**src/rtl/plci_pkg.sv**
```systemverilog
// ----------------------------------------------------------------------------
// plci_pkg
// Shared types, constants and codes of the piecewise-linear curve core.
// ----------------------------------------------------------------------------
package plci_pkg;

  localparam int MAX_POINTS     = 64;
  localparam int ADDR_W         = $clog2(MAX_POINTS);
  localparam int CNT_W          = $clog2(MAX_POINTS + 1);
  localparam int MAX_ITERATIONS = 32;
  localparam int ITER_W         = $clog2(MAX_ITERATIONS + 1);
  localparam int MUL_STEPS      = 33;
  localparam int DIV_STEPS      = 65;
  localparam int STEP_W         = 7;
  localparam int ENTRY_W        = 64;

  typedef enum logic [1:0] {
    CMD_INSERT = 2'd0,
    CMD_EVAL   = 2'd1,
    CMD_INVERT = 2'd2,
    CMD_NONE   = 2'd3
  } cmd_e;

  typedef enum logic [2:0] {
    ST_OK     = 3'd0,
    ST_FEW    = 3'd1,
    ST_BEYOND = 3'd2,
    ST_FULL   = 3'd3,
    ST_LIMIT  = 3'd4
  } status_e;

  typedef enum logic [2:0] {
    ANS_ZERO,
    ANS_Y,
    ANS_LO,
    ANS_HI,
    ANS_MID
  } ans_sel_e;

  typedef enum logic [1:0] {
    PRB_LO,
    PRB_HI,
    PRB_MID
  } probe_e;

  typedef enum logic [1:0] {
    RET_EVAL,
    RET_LO,
    RET_HI,
    RET_MID
  } ret_e;

  typedef enum logic [3:0] {
    S_IDLE,
    S_INS_RD,
    S_INS_CHK,
    S_SH_RD,
    S_SH_WR,
    S_PUT,
    S_EV_START,
    S_EV_RD,
    S_EV_CHK,
    S_MUL,
    S_DIV_INIT,
    S_DIV,
    S_SAT,
    S_RET,
    S_INV_CHK
  } state_e;

  typedef struct packed {
    logic [1:0]  command;
    logic [31:0] x_value;
    logic [31:0] y_value;
    logic [30:0] tolerance;
    logic [31:0] low_bound;
    logic [31:0] high_bound;
  } in_t;

  typedef struct packed {
    logic [31:0]      answer;
    logic [31:0]      new_low;
    logic [31:0]      new_high;
    logic [2:0]       status;
    logic [CNT_W-1:0] point_count;
  } out_t;

  // commands from the controller to the datapath
  typedef struct packed {
    logic     load;
    logic     idx_clr;
    logic     idx_inc;
    logic     idx_dec;
    logic     pos_ld;
    logic     rd_prev;
    logic     wr_shift;
    logic     wr_put;
    logic     cnt_inc;
    logic     probe_ld;
    probe_e   probe_sel;
    logic     prev_ld;
    logic     y_match;
    logic     mul_start;
    logic     mul_step;
    logic     div_start;
    logic     div_step;
    logic     y_sat;
    logic     ylo_ld;
    logic     yhi_ld;
    logic     inv_upd;
    logic     iter_clr;
    logic     iter_inc;
    logic     fin;
    ans_sel_e ans_sel;
    logic     fin_bounds;
    status_e  fin_status;
  } dp_cmd_t;

  // status from the datapath to the controller
  typedef struct packed {
    cmd_e command;
    logic idx_at_cnt;
    logic idx_at_pos;
    logic idx_zero;
    logic full;
    logic few;
    logic key_eq;
    logic key_gt;
    logic mul_last;
    logic div_last;
    logic lo_hit;
    logic hi_hit;
    logic span_low;
    logic iter_last;
  } dp_stat_t;

endpackage

```
**src/rtl/plci_ctrl.sv**
```systemverilog
// ----------------------------------------------------------------------------
// plci_ctrl
// Command sequencer: table scan, insert shift, evaluate and bisection loop.
// ----------------------------------------------------------------------------
module plci_ctrl (
  input  logic               clk_i,
  input  logic               rst_ni,
  input  logic               start,
  output logic               busy,
  input  plci_pkg::dp_stat_t stat_i,
  output plci_pkg::dp_cmd_t  cmd_o
);

  plci_pkg::state_e  state_q, state_d;
  plci_pkg::ret_e    ret_q, ret_d;
  plci_pkg::status_e evst_q, evst_d;

  // state registers
  always_ff @(posedge clk_i or negedge rst_ni) begin
    if (!rst_ni) begin
      state_q <= plci_pkg::S_IDLE;
      ret_q   <= plci_pkg::RET_EVAL;
      evst_q  <= plci_pkg::ST_OK;
    end else begin
      state_q <= state_d;
      ret_q   <= ret_d;
      evst_q  <= evst_d;
    end
  end

  assign busy = (state_q != plci_pkg::S_IDLE);

  // next state and commands
  always_comb begin
    state_d = state_q;
    ret_d   = ret_q;
    evst_d  = evst_q;
    cmd_o   = '0;
    cmd_o.probe_sel  = plci_pkg::PRB_MID;
    cmd_o.ans_sel    = plci_pkg::ANS_ZERO;
    cmd_o.fin_status = plci_pkg::ST_OK;
    unique case (state_q)
      plci_pkg::S_IDLE: begin
        if (start) begin
          cmd_o.load    = 1'b1;
          cmd_o.idx_clr = 1'b1;
          unique case (stat_i.command)
            plci_pkg::CMD_INSERT: state_d = plci_pkg::S_INS_RD;
            plci_pkg::CMD_EVAL: begin
              ret_d   = plci_pkg::RET_EVAL;
              state_d = plci_pkg::S_EV_START;
            end
            plci_pkg::CMD_INVERT: begin
              ret_d   = plci_pkg::RET_LO;
              state_d = plci_pkg::S_EV_START;
            end
            default: cmd_o.fin = 1'b1;
          endcase
        end
      end
      // insert: look for a duplicate or the insert position
      plci_pkg::S_INS_RD: begin
        if (stat_i.idx_at_cnt) begin
          if (stat_i.full) begin
            cmd_o.fin        = 1'b1;
            cmd_o.fin_status = plci_pkg::ST_FULL;
            state_d          = plci_pkg::S_IDLE;
          end else begin
            cmd_o.pos_ld = 1'b1;
            state_d      = plci_pkg::S_SH_RD;
          end
        end else begin
          state_d = plci_pkg::S_INS_CHK;
        end
      end
      plci_pkg::S_INS_CHK: begin
        if (stat_i.key_eq) begin
          cmd_o.fin = 1'b1;
          state_d   = plci_pkg::S_IDLE;
        end else if (stat_i.key_gt) begin
          if (stat_i.full) begin
            cmd_o.fin        = 1'b1;
            cmd_o.fin_status = plci_pkg::ST_FULL;
            state_d          = plci_pkg::S_IDLE;
          end else begin
            cmd_o.pos_ld = 1'b1;
            state_d      = plci_pkg::S_SH_RD;
          end
        end else begin
          cmd_o.idx_inc = 1'b1;
          state_d       = plci_pkg::S_INS_RD;
        end
      end
      // shift entries up by one, from the top down to the insert position
      plci_pkg::S_SH_RD: begin
        if (stat_i.idx_at_pos) begin
          state_d = plci_pkg::S_PUT;
        end else begin
          cmd_o.rd_prev = 1'b1;
          state_d       = plci_pkg::S_SH_WR;
        end
      end
      plci_pkg::S_SH_WR: begin
        cmd_o.rd_prev  = 1'b1;
        cmd_o.wr_shift = 1'b1;
        cmd_o.idx_dec  = 1'b1;
        state_d        = plci_pkg::S_SH_RD;
      end
      plci_pkg::S_PUT: begin
        cmd_o.wr_put  = 1'b1;
        cmd_o.cnt_inc = 1'b1;
        cmd_o.fin     = 1'b1;
        state_d       = plci_pkg::S_IDLE;
      end
      // evaluate subroutine
      plci_pkg::S_EV_START: begin
        cmd_o.idx_clr = 1'b1;
        if (stat_i.few) begin
          evst_d  = plci_pkg::ST_FEW;
          state_d = plci_pkg::S_RET;
        end else begin
          state_d = plci_pkg::S_EV_RD;
        end
      end
      plci_pkg::S_EV_RD: begin
        if (stat_i.idx_at_cnt) begin
          evst_d  = plci_pkg::ST_BEYOND;
          state_d = plci_pkg::S_RET;
        end else begin
          state_d = plci_pkg::S_EV_CHK;
        end
      end
      plci_pkg::S_EV_CHK: begin
        if (stat_i.key_eq) begin
          cmd_o.y_match = 1'b1;
          evst_d        = plci_pkg::ST_OK;
          state_d       = plci_pkg::S_RET;
        end else if (stat_i.key_gt && !stat_i.idx_zero) begin
          cmd_o.mul_start = 1'b1;
          state_d         = plci_pkg::S_MUL;
        end else begin
          cmd_o.prev_ld = 1'b1;
          cmd_o.idx_inc = 1'b1;
          state_d       = plci_pkg::S_EV_RD;
        end
      end
      plci_pkg::S_MUL: begin
        cmd_o.mul_step = 1'b1;
        if (stat_i.mul_last) begin
          state_d = plci_pkg::S_DIV_INIT;
        end
      end
      plci_pkg::S_DIV_INIT: begin
        cmd_o.div_start = 1'b1;
        state_d         = plci_pkg::S_DIV;
      end
      plci_pkg::S_DIV: begin
        cmd_o.div_step = 1'b1;
        if (stat_i.div_last) begin
          state_d = plci_pkg::S_SAT;
        end
      end
      plci_pkg::S_SAT: begin
        cmd_o.y_sat = 1'b1;
        evst_d      = plci_pkg::ST_OK;
        state_d     = plci_pkg::S_RET;
      end
      // return from evaluate to its caller
      plci_pkg::S_RET: begin
        if (ret_q == plci_pkg::RET_EVAL) begin
          cmd_o.fin        = 1'b1;
          cmd_o.fin_status = evst_q;
          cmd_o.ans_sel    = (evst_q == plci_pkg::ST_OK) ? plci_pkg::ANS_Y
                                                         : plci_pkg::ANS_ZERO;
          state_d          = plci_pkg::S_IDLE;
        end else if (evst_q != plci_pkg::ST_OK) begin
          cmd_o.fin        = 1'b1;
          cmd_o.fin_status = evst_q;
          cmd_o.fin_bounds = 1'b1;
          state_d          = plci_pkg::S_IDLE;
        end else begin
          unique case (ret_q)
            plci_pkg::RET_LO: begin
              cmd_o.ylo_ld    = 1'b1;
              cmd_o.probe_ld  = 1'b1;
              cmd_o.probe_sel = plci_pkg::PRB_HI;
              ret_d           = plci_pkg::RET_HI;
              state_d         = plci_pkg::S_EV_START;
            end
            plci_pkg::RET_HI: begin
              cmd_o.yhi_ld    = 1'b1;
              cmd_o.iter_clr  = 1'b1;
              cmd_o.probe_ld  = 1'b1;
              cmd_o.probe_sel = plci_pkg::PRB_MID;
              ret_d           = plci_pkg::RET_MID;
              state_d         = plci_pkg::S_EV_START;
            end
            default: begin
              cmd_o.inv_upd = 1'b1;
              state_d       = plci_pkg::S_INV_CHK;
            end
          endcase
        end
      end
      // bisection stop checks
      plci_pkg::S_INV_CHK: begin
        cmd_o.fin_bounds = 1'b1;
        priority if (stat_i.lo_hit) begin
          cmd_o.fin     = 1'b1;
          cmd_o.ans_sel = plci_pkg::ANS_LO;
          state_d       = plci_pkg::S_IDLE;
        end else if (stat_i.hi_hit) begin
          cmd_o.fin     = 1'b1;
          cmd_o.ans_sel = plci_pkg::ANS_HI;
          state_d       = plci_pkg::S_IDLE;
        end else if (stat_i.span_low) begin
          cmd_o.fin     = 1'b1;
          cmd_o.ans_sel = plci_pkg::ANS_MID;
          state_d       = plci_pkg::S_IDLE;
        end else if (stat_i.iter_last) begin
          cmd_o.fin        = 1'b1;
          cmd_o.ans_sel    = plci_pkg::ANS_MID;
          cmd_o.fin_status = plci_pkg::ST_LIMIT;
          state_d          = plci_pkg::S_IDLE;
        end else begin
          cmd_o.iter_inc  = 1'b1;
          cmd_o.probe_ld  = 1'b1;
          cmd_o.probe_sel = plci_pkg::PRB_MID;
          state_d         = plci_pkg::S_EV_START;
        end
      end
      default: state_d = plci_pkg::S_IDLE;
    endcase
  end

endmodule

```
**config.mk**
```make
export PLATFORM = sky130hd
export DESIGN_NAME = plci_ctrl
export DESIGN_NICKNAME = d
export VERILOG_FILES = /design/src/rtl/plci_pkg.sv /design/src/rtl/plci_ctrl.sv
export SDC_FILE = /design/constraint.sdc
export NUM_CORES = 1
export LEC_CHECK = 0
export ABC_AREA = 1
export ABC_CLOCK_PERIOD_IN_PS = 1600
export BUFFER_PORTS_ARGS = -buffer_cell sky130_fd_sc_hd__buf_2
export CAP_MARGIN = 20
export CORE_ASPECT_RATIO = 0.7
export CORE_MARGIN = 3
export CORE_UTILIZATION = 46
export DETAILED_ROUTE_END_ITERATION = 8
export PLACE_DENSITY = 0.8
export SLEW_MARGIN = 30
export SYNTH_ARGS = -nofsm -noshare
export SYNTH_HDL_FRONTEND = slang
export SYNTH_SLANG_ARGS = --single-unit
```
**constraint.sdc**
```tcl
create_clock -name clk_i -period 1.6 [get_ports clk_i]
set_input_delay 0.32 -clock clk_i [delete_from_list [all_inputs] [get_ports clk_i]]
set_output_delay 0.32 -clock clk_i [all_outputs]
set_load 0.005 [all_outputs]
```
==> run summary, run 1 <==
=================================================================================
Dominant register cell in the synthesized netlist .................. sky130_fd_sc_hd__dfrtp_1
Wirelength per Cell ................................................      14.5 um
Num rows ...........................................................           13
Layout Nets ........................................................          295
Post-synthesis area per instance ...................................    5.33 um^2
Core box area ...................................................... 0.00202 mm^2
Maximum number of pins on one net before global-route repair .......            9
WP buf/inv .........................................................            3
Count of cell types in the netlist .................................           19
Clock Sink Count ...................................................            8
Drt initial violations .............................................          120
Worst hold margin ..................................................       328 ps
Total iterations of the first detailed-routing run .................            5
CP max stage delay .................................................       460 ps
Horiz. Die Dim .....................................................      63.4 um
Floorplan die height ...............................................      46.2 um
Total negative slack ...............................................     -3950 ps
Maximum capacitance violations .....................................            0
Setup slack on the worst flop-to-flop path .........................       -60 ps
Area growth, synth to finish .......................................        61.7%
Net switching power ................................................    0.00127 W
Relative contribution of sequential cells to total power ...........        17.6%
Dominant cell type by area after synthesis ......................... sky130_fd_sc_hd__nand2_1
Cts bufs inserted ..................................................            3
Ys async rst share .................................................         100%
Critical-path cell list ............................................ inv_2 > nand2_2 > nor2_4 > inv_1 > o31ai_2 > buf_2
Portion of synthesized cell area occupied by the leading cell type .        23.0%
Effective utilization at floorplan .................................        52.5%
Later-pin clock latency in the skew report .........................       260 ps
Synthesized cell area .............................................. 0.00106 mm^2
Switching portion of total power ...................................        54.0%
Root buffer cell ................................................... sky130_fd_sc_hd__clkbuf_4
Number of synthesis warnings .......................................            0
Count of final setup violators .....................................           35
Dpl cell area ...................................................... 0.00143 mm^2
Share of power burned in combinational logic .......................        75.6%
Global router's overall resource usage .............................        25.9%
Clock network fraction of total power ..............................         6.8%
Critical path's slowest cell ....................................... sky130_fd_sc_hd__dfrtp_2
Outcome ............................................................ finished, violations left
Finished Cell Area ................................................. 0.00171 mm^2
IR Drop Worst-Case VDD .............................................   0.000783 V
Antenna-violating nets left ........................................            0
Total overflow reported by the global router .......................            0
Final setup slack of the worst path ................................      -222 ps
Number of remaining DRC errors .....................................            0
Wirelength, routed .................................................      4350 um
Worst Hold Class ...................................................    in -> reg
PortBufs ...........................................................           50
Total via count in the routed design ...............................         1574
TritonCTS clock tree ...............................................         done
Wire length of the first global-routing pass .......................      5830 um
Final Hold Vio Count ...............................................            0
Area of the die .................................................... 0.00293 mm^2
Post-route minimum period ..........................................      1820 ps
Number of flops mapped to enable cells by yosys ....................            0
Layout Skew ........................................................      6.13 ps
Slew at the pin closest to its max-slew limit ......................       290 ps
Peak Freq ..........................................................    0.549 GHz
Number of global-route vias before repair ..........................         1248
Kind of start point of the critical path ...........................    flip-flop
Sequential fraction of the synthesis area ..........................        18.9%
Crit path capture type .............................................  output port
Fraction of final layout cells with drive strength greater than 1 ..        46.5%
Internal power .....................................................    0.00108 W
Count of boundary I/O pins .........................................           51
Worst-path maximum fanout ..........................................            5
Max-Slew Margin vs Limit ...........................................        80.6%
Unrepaired setup endpoints after global routing ....................         true
Kind of critical path ..............................................   reg -> out
Count leader, synth ................................................ sky130_fd_sc_hd__nand2_1
CTS clk-pin slew, worst paths ......................................        60 ps
Diode count ........................................................            0
Per-cell via count in the routed design ............................         5.26
Top area cells in the synthesized netlist .......................... sky130_fd_sc_hd__nand2_1 (23%), sky130_fd_sc_hd__dfrtp_1 (19%), sky130_fd_sc_hd__nor2_1 (13%)
Violations in the final reports .................................... negative setup slack
Number of nets in the synthesized netlist ..........................          223
Number of antenna violations at the first check in global routing ..            0
CP arrival .........................................................      1500 ps
Crit path required time ............................................      1280 ps
Worst-case clock buffer depth ......................................            2
Cell leakage power .................................................      1.09 nW
Fin crit share .....................................................         114%
Number of storage elements in the synthesis netlist ................            8
Family with the most delay on the worst path .......................   flip-flops
Synth Instances ....................................................          199
Commonest cells in the synthesized netlist ......................... sky130_fd_sc_hd__nand2_1 (65), sky130_fd_sc_hd__nor2_1 (38), sky130_fd_sc_hd__inv_1 (37)
Last weighted congestion value of the routability-driven placer ....         1.04
DPL Wire Length ....................................................      2940 um
Final-report max-slew violation count ..............................            0
Number of filler cells placed in the layout ........................          147
Total power per unit cell area ..................................... 1370 mW/mm^2
Depth of the CTS H-tree ............................................            1
=================================================================================
-- state kept, by name, indices dropped and copies added, names as in the netlist --
signal   count
state_q      4
ret_q        2
evst_q       2
-- worst paths after layout --
check,depth (start not counted),end,start
setup reg to reg,7,ret_q[1],state_q[2]
max in group asynchronous,2,state_q[3],rst_ni
min in group asynchronous,2,ret_q[1],rst_ni
hold / removal,3,evst_q[0],stat_i[8]
hold reg to reg,2,evst_q[0],evst_q[0]
setup / recovery,6,cmd_o[29],state_q[2]
-- cell families after synthesis --
kind of cell | count (synthesis) | share of synthesized area (%)
AO/OA/AOI/OAI | 13 | 6.97
adder cells (fa/ha/maj) | 6 | 7.08
buffers and inverters | 40 | 15.2
flip-flops | 8 | 18.9
AND/OR/NAND/NOR | 132 | 51.8
-- worst reg2reg max path: stages (launching register included) --
cell and delay (ps):
sky130_fd_sc_hd__dfrtp_2 460, sky130_fd_sc_hd__inv_2 130, sky130_fd_sc_hd__nand2_2 120, sky130_fd_sc_hd__nor2_1 190, sky130_fd_sc_hd__nand3_1 150, sky130_fd_sc_hd__nand2_1 130, sky130_fd_sc_hd__nand3_1 150, sky130_fd_sc_hd__a21oi_1 230
-- placed cells by master (no fill, tap or decap), drive strengths merged --
cell type    instances
buf                 69
nand2               66
nor2                39
inv                 36
nand3               14
dfrtp                8
nor3                 7
o21ai                7
ha                   6
a21oi                3
clkbuf               3
nand3b               2
nand4                2
clkinv               1
and2                 1
o31ai                1
or2                  1
o32ai                1
a21boi               1
dlygate4sd3          1
-- metal layers --
metal  vias to the layer above  share of wire [%]  global-route usage, %
met5                         -                  0                      0
li1                        753                  -                      -
met3                        16                 16                   8.05
met2                       127                 43                   39.0
met4                         0                2.6                   2.15
met1                       678                 39                   37.6
-- per-stage QoR --
stage	total power (W)	util (%)	setup slack [ps]	cells
after floorplan	0.00110	-	89.7	199
after global placement	0.00161	70.9	7.62	290
after detailed placement	0.00160	70.9	14.4	290
after CTS	0.00189	75.6	-169	296
after global routing	0.00251	85.0	-312	299
final	0.00234	85.0	-222	299
-- power by group through the flow --
stage	logic [W]	clock network [W]	registers, W
floorplan	0.000746	0	0.000358
detailed placement	0.00124	0	0.000363
finish	0.00177	0.000159	0.000412
CTS	0.00135	0.000160	0.000383
global placement	0.00125	0	0.000364
global route	0.00191	0.000171	0.000425
-- final cells by class --
| class | count | area (um^2) | share of cell area [%] |
|---|---|---|---|
| sequential | 8 | 205 | 12.0 |
| tap | 30 | 37.5 | 2.19 |
| inverter | 37 | 146 | 8.54 |
| multi-input combinational | 151 | 886 | 51.7 |
| timing repair buffer | 70 | 417 | 24.3 |
| clock buffer | 3 | 22.5 | 1.31 |
-- what timing repair did --
item / 4_1_cts / 5_1_grt
resized for setup: 25 / 49
setup endpoints to repair: 31 / 36
hold buffers: 1 / 0
gates cloned: 0 / 0
endpoints found under the hold margin: 8 / 0
pin swaps: 4 / 9
setup buffers: 2 / 4
(Power assumes the default switching activity.)
==> inputs of run 2 (changes only) <==
==> constraint.sdc (replaced) <==
create_clock -name clk_i -period 1.6 [get_ports clk_i]
set_input_delay 0.08 -clock clk_i [delete_from_list [all_inputs] [get_ports clk_i]]
set_output_delay 0.08 -clock clk_i [all_outputs]
set_load 0.005 [all_outputs]
==> run 2 against run 1 <==
The run now ends clean. Critical endpoint is now cmd_o[4]. First-iteration DRC count down 3.3%. Critical path depth up 1. Combinational power down 12%. Final cell count shrank 3.7%. Die area did not move. Clock skew shrank 3.8 ps. Non-clock buffer count down 11. Register-to-register slack improved by 170 ps. Clock power down 8%. Maximum frequency is 14% higher. Global-route usage shrank 1.6 points.
==> run summary, run 2 (same netlist as run 1, synthesis figures left out) <==
================================================================================
Clock Sink Count ..................................................            8   unchanged
Global router's overall resource usage ............................        24.3%   was 25.9%
Final-report max-slew violation count .............................            0   unchanged
Core box area ..................................................... 0.00202 mm^2   unchanged
Kind of start point of the critical path ..........................    flip-flop   unchanged
Layout Nets .......................................................          284   was 295
Register bank with the most flops .................................      state_q   unchanged
CP arrival ........................................................      1520 ps   was 1500 ps
Worst-case clock buffer depth .....................................            2   unchanged
PortBufs ..........................................................           50   unchanged
Num rows ..........................................................           13   unchanged
Number of global-route vias before repair .........................         1159   was 1248
Crit path capture type ............................................  output port   unchanged
Root buffer cell .................................................. sky130_fd_sc_hd__clkbuf_4   unchanged
Count of boundary I/O pins ........................................           51   unchanged
IR Drop Worst-Case VDD ............................................   0.000876 V   was 0.000783 V
Per-cell via count in the routed design ...........................         5.25   was 5.26
Post-Layout Cell Count ............................................          288   was 299
Total power per unit cell area .................................... 1350 mW/mm^2   was 1370 mW/mm^2
Most frequent cells in the layout ................................. sky130_fd_sc_hd__nand2_1 (55), sky130_fd_sc_hd__buf_2 (50), sky130_fd_sc_hd__inv_1 (30), sky130_fd_sc_hd__nor2_1 (30), sky130_fd_sc_hd__nand3_1 (14)   was sky130_fd_sc_hd__nand2_1 (49), sky130_fd_sc_hd__buf_2 (49), sky130_fd_sc_hd__inv_1 (29), sky130_fd_sc_hd__nor2_1 (24), sky130_fd_sc_hd__buf_4 (17)
Number of antenna violations at the first check in global routing .            0   unchanged
Wire length of the first global-routing pass ......................      5450 um   was 5830 um
Crit path required time ...........................................      1520 ps   was 1280 ps
Last weighted congestion value of the routability-driven placer ...        0.932   was 1.04
Count of final setup violators ....................................            0   was 35
Effective utilization at floorplan ................................        52.5%   unchanged
Worst-path maximum fanout .........................................            4   was 5
Antenna-violating nets left .......................................            0   unchanged
Maximum number of pins on one net before global-route repair ......            9   unchanged
Outcome ........................................................... finished clean   was finished, violations left
Total via count in the routed design ..............................         1512   was 1574
Finished Cell Area ................................................ 0.00156 mm^2   was 0.00171 mm^2
Area of the die ................................................... 0.00293 mm^2   unchanged
Fraction of final layout cells with drive strength greater than 1 .        36.8%   was 46.5%
Total iterations of the first detailed-routing run ................            6   was 5
Max-Slew Margin vs Limit ..........................................        81.9%   was 80.6%
Depth of the CTS H-tree ...........................................            1   unchanged
Dpl cell area ..................................................... 0.00135 mm^2   was 0.00143 mm^2
Diode count .......................................................            0   unchanged
Cell leakage power ................................................      1.01 nW   was 1.09 nW
Post-route minimum period .........................................      1600 ps   was 1820 ps
Number of cells after detailed placement ..........................          279   was 290
Drt initial violations ............................................          116   was 120
Flip-flop count of the largest register after layout ..............            4   unchanged
Number of remaining DRC errors ....................................            0   unchanged
Top flop regs ..................................................... state_q x4, evst_q x2, ret_q x2   unchanged
CTS clk-pin slew, worst paths .....................................        50 ps   was 60 ps
TritonCTS clock tree ..............................................         done   unchanged
Floorplan die height ..............................................      46.2 um   unchanged
Fin crit share ....................................................        99.8%   was 114%
Wirelength, routed ................................................      4090 um   was 4350 um
Area growth, synth to finish ......................................        47.1%   was 61.7%
Peak Freq .........................................................    0.626 GHz   was 0.549 GHz
Later-pin clock latency in the skew report ........................       250 ps   was 260 ps
Maximum capacitance violations ....................................            0   unchanged
Final Hold Vio Count ..............................................            0   unchanged
DPL Wire Length ...................................................      2820 um   was 2940 um
Unrepaired setup endpoints after global routing ...................         true   unchanged
Wirelength per Cell ...............................................      14.2 um   was 14.5 um
Horiz. Die Dim ....................................................      63.4 um   unchanged
Cts bufs inserted .................................................            3   unchanged
Layout Skew .......................................................      2.30 ps   was 6.13 ps
Total overflow reported by the global router ......................            0   unchanged
Worst Hold Class ..................................................    in -> reg   unchanged
Total negative slack ..............................................         0 ps   was -3950 ps
Slew at the pin closest to its max-slew limit .....................       269 ps   was 290 ps
Kind of critical path .............................................   reg -> out   unchanged
Most common library cell in the layout ignoring fill and taps ..... sky130_fd_sc_hd__nand2_1
================================================================================
run 2: cell count changes in the layout (fill, tap and decap cells not counted), sizes merged:
cell / change
clkinv: -1
inv: +1
buf: -11
run 2: critical path: stages (launching register included):
cell	delay [ps]
sky130_fd_sc_hd__dfrtp_2	460
sky130_fd_sc_hd__inv_4	110
sky130_fd_sc_hd__nand2_4	70
sky130_fd_sc_hd__nor2_4	180
sky130_fd_sc_hd__buf_6	130
sky130_fd_sc_hd__nand2_1	50
sky130_fd_sc_hd__o32ai_2	110
sky130_fd_sc_hd__buf_2	170
run 2: path summary, 6_finish.rpt:
path	startpoint	endpoint	slack (ps)	cells past startpoint
worst max-delay path	state_q[1]	cmd_o[4]	3	7
worst min-delay path	stat_i[8]	evst_q[0]	90	3
worst max register to register	state_q[3]	state_q[0]	110	9
worst min register to register	evst_q[0]	evst_q[0]	480	2
max in group asynchronous	rst_ni	state_q[0]	1200	2
min in group asynchronous	rst_ni	ret_q[1]	210	2
run 2: cell type report:
cell class / instances / area [um^2]
Timing Repair Buffer: 59 / 337
Sequential cell: 8 / 204
Inverter: 37 / 144
Clock buffer: 3 / 22.5
Tap cell: 30 / 37.5
Multi-Input combinational cell: 151 / 815
Fill cell: 176 / 458
run 2: repair_timing:
item | CTS | global route
resized for setup | 14 | 32
hold buffers | 1 | 0
setup endpoints to repair | 9 | 15
buffers inserted | 2 | 3
endpoints found under the hold margin | 8 | 0
pin swaps | 2 | 4
run 2: metal layers:
| metal | up-vias | global-route usage (%) | wire length, um |
|---|---|---|---|
| met5 | - | 0 | 0 |
| met4 | 0 | 4.72 | 46 |
| met3 | 8 | 6.34 | 522 |
| met1 | 658 | 34.4 | 1720 |
| met2 | 117 | 37.6 | 1800 |
| li1 | 729 | - | - |
run 2: through the flow:
step,utilization (%),total power [W],setup WS (ps),hold slack [ps]
after global routing,77.3,0.00226,-71.2,91.2
after global placement,66.8,0.00146,80.0,-71.1
after floorplan,-,0.00110,330,-216
final,77.3,0.00211,2.72,93.7
after CTS,70.8,0.00175,17.1,87.5
after detailed placement,66.8,0.00146,28.2,-68.7
run 2: report_power, final:
part	switching (W)	leakage [nW]	internal, W	total (W)
registers	0.000109	0.0991	0.000300	0.000409
clock network	0.0000619	0.0138	0.0000854	0.000147
logic	0.000979	0.896	0.000574	0.00155
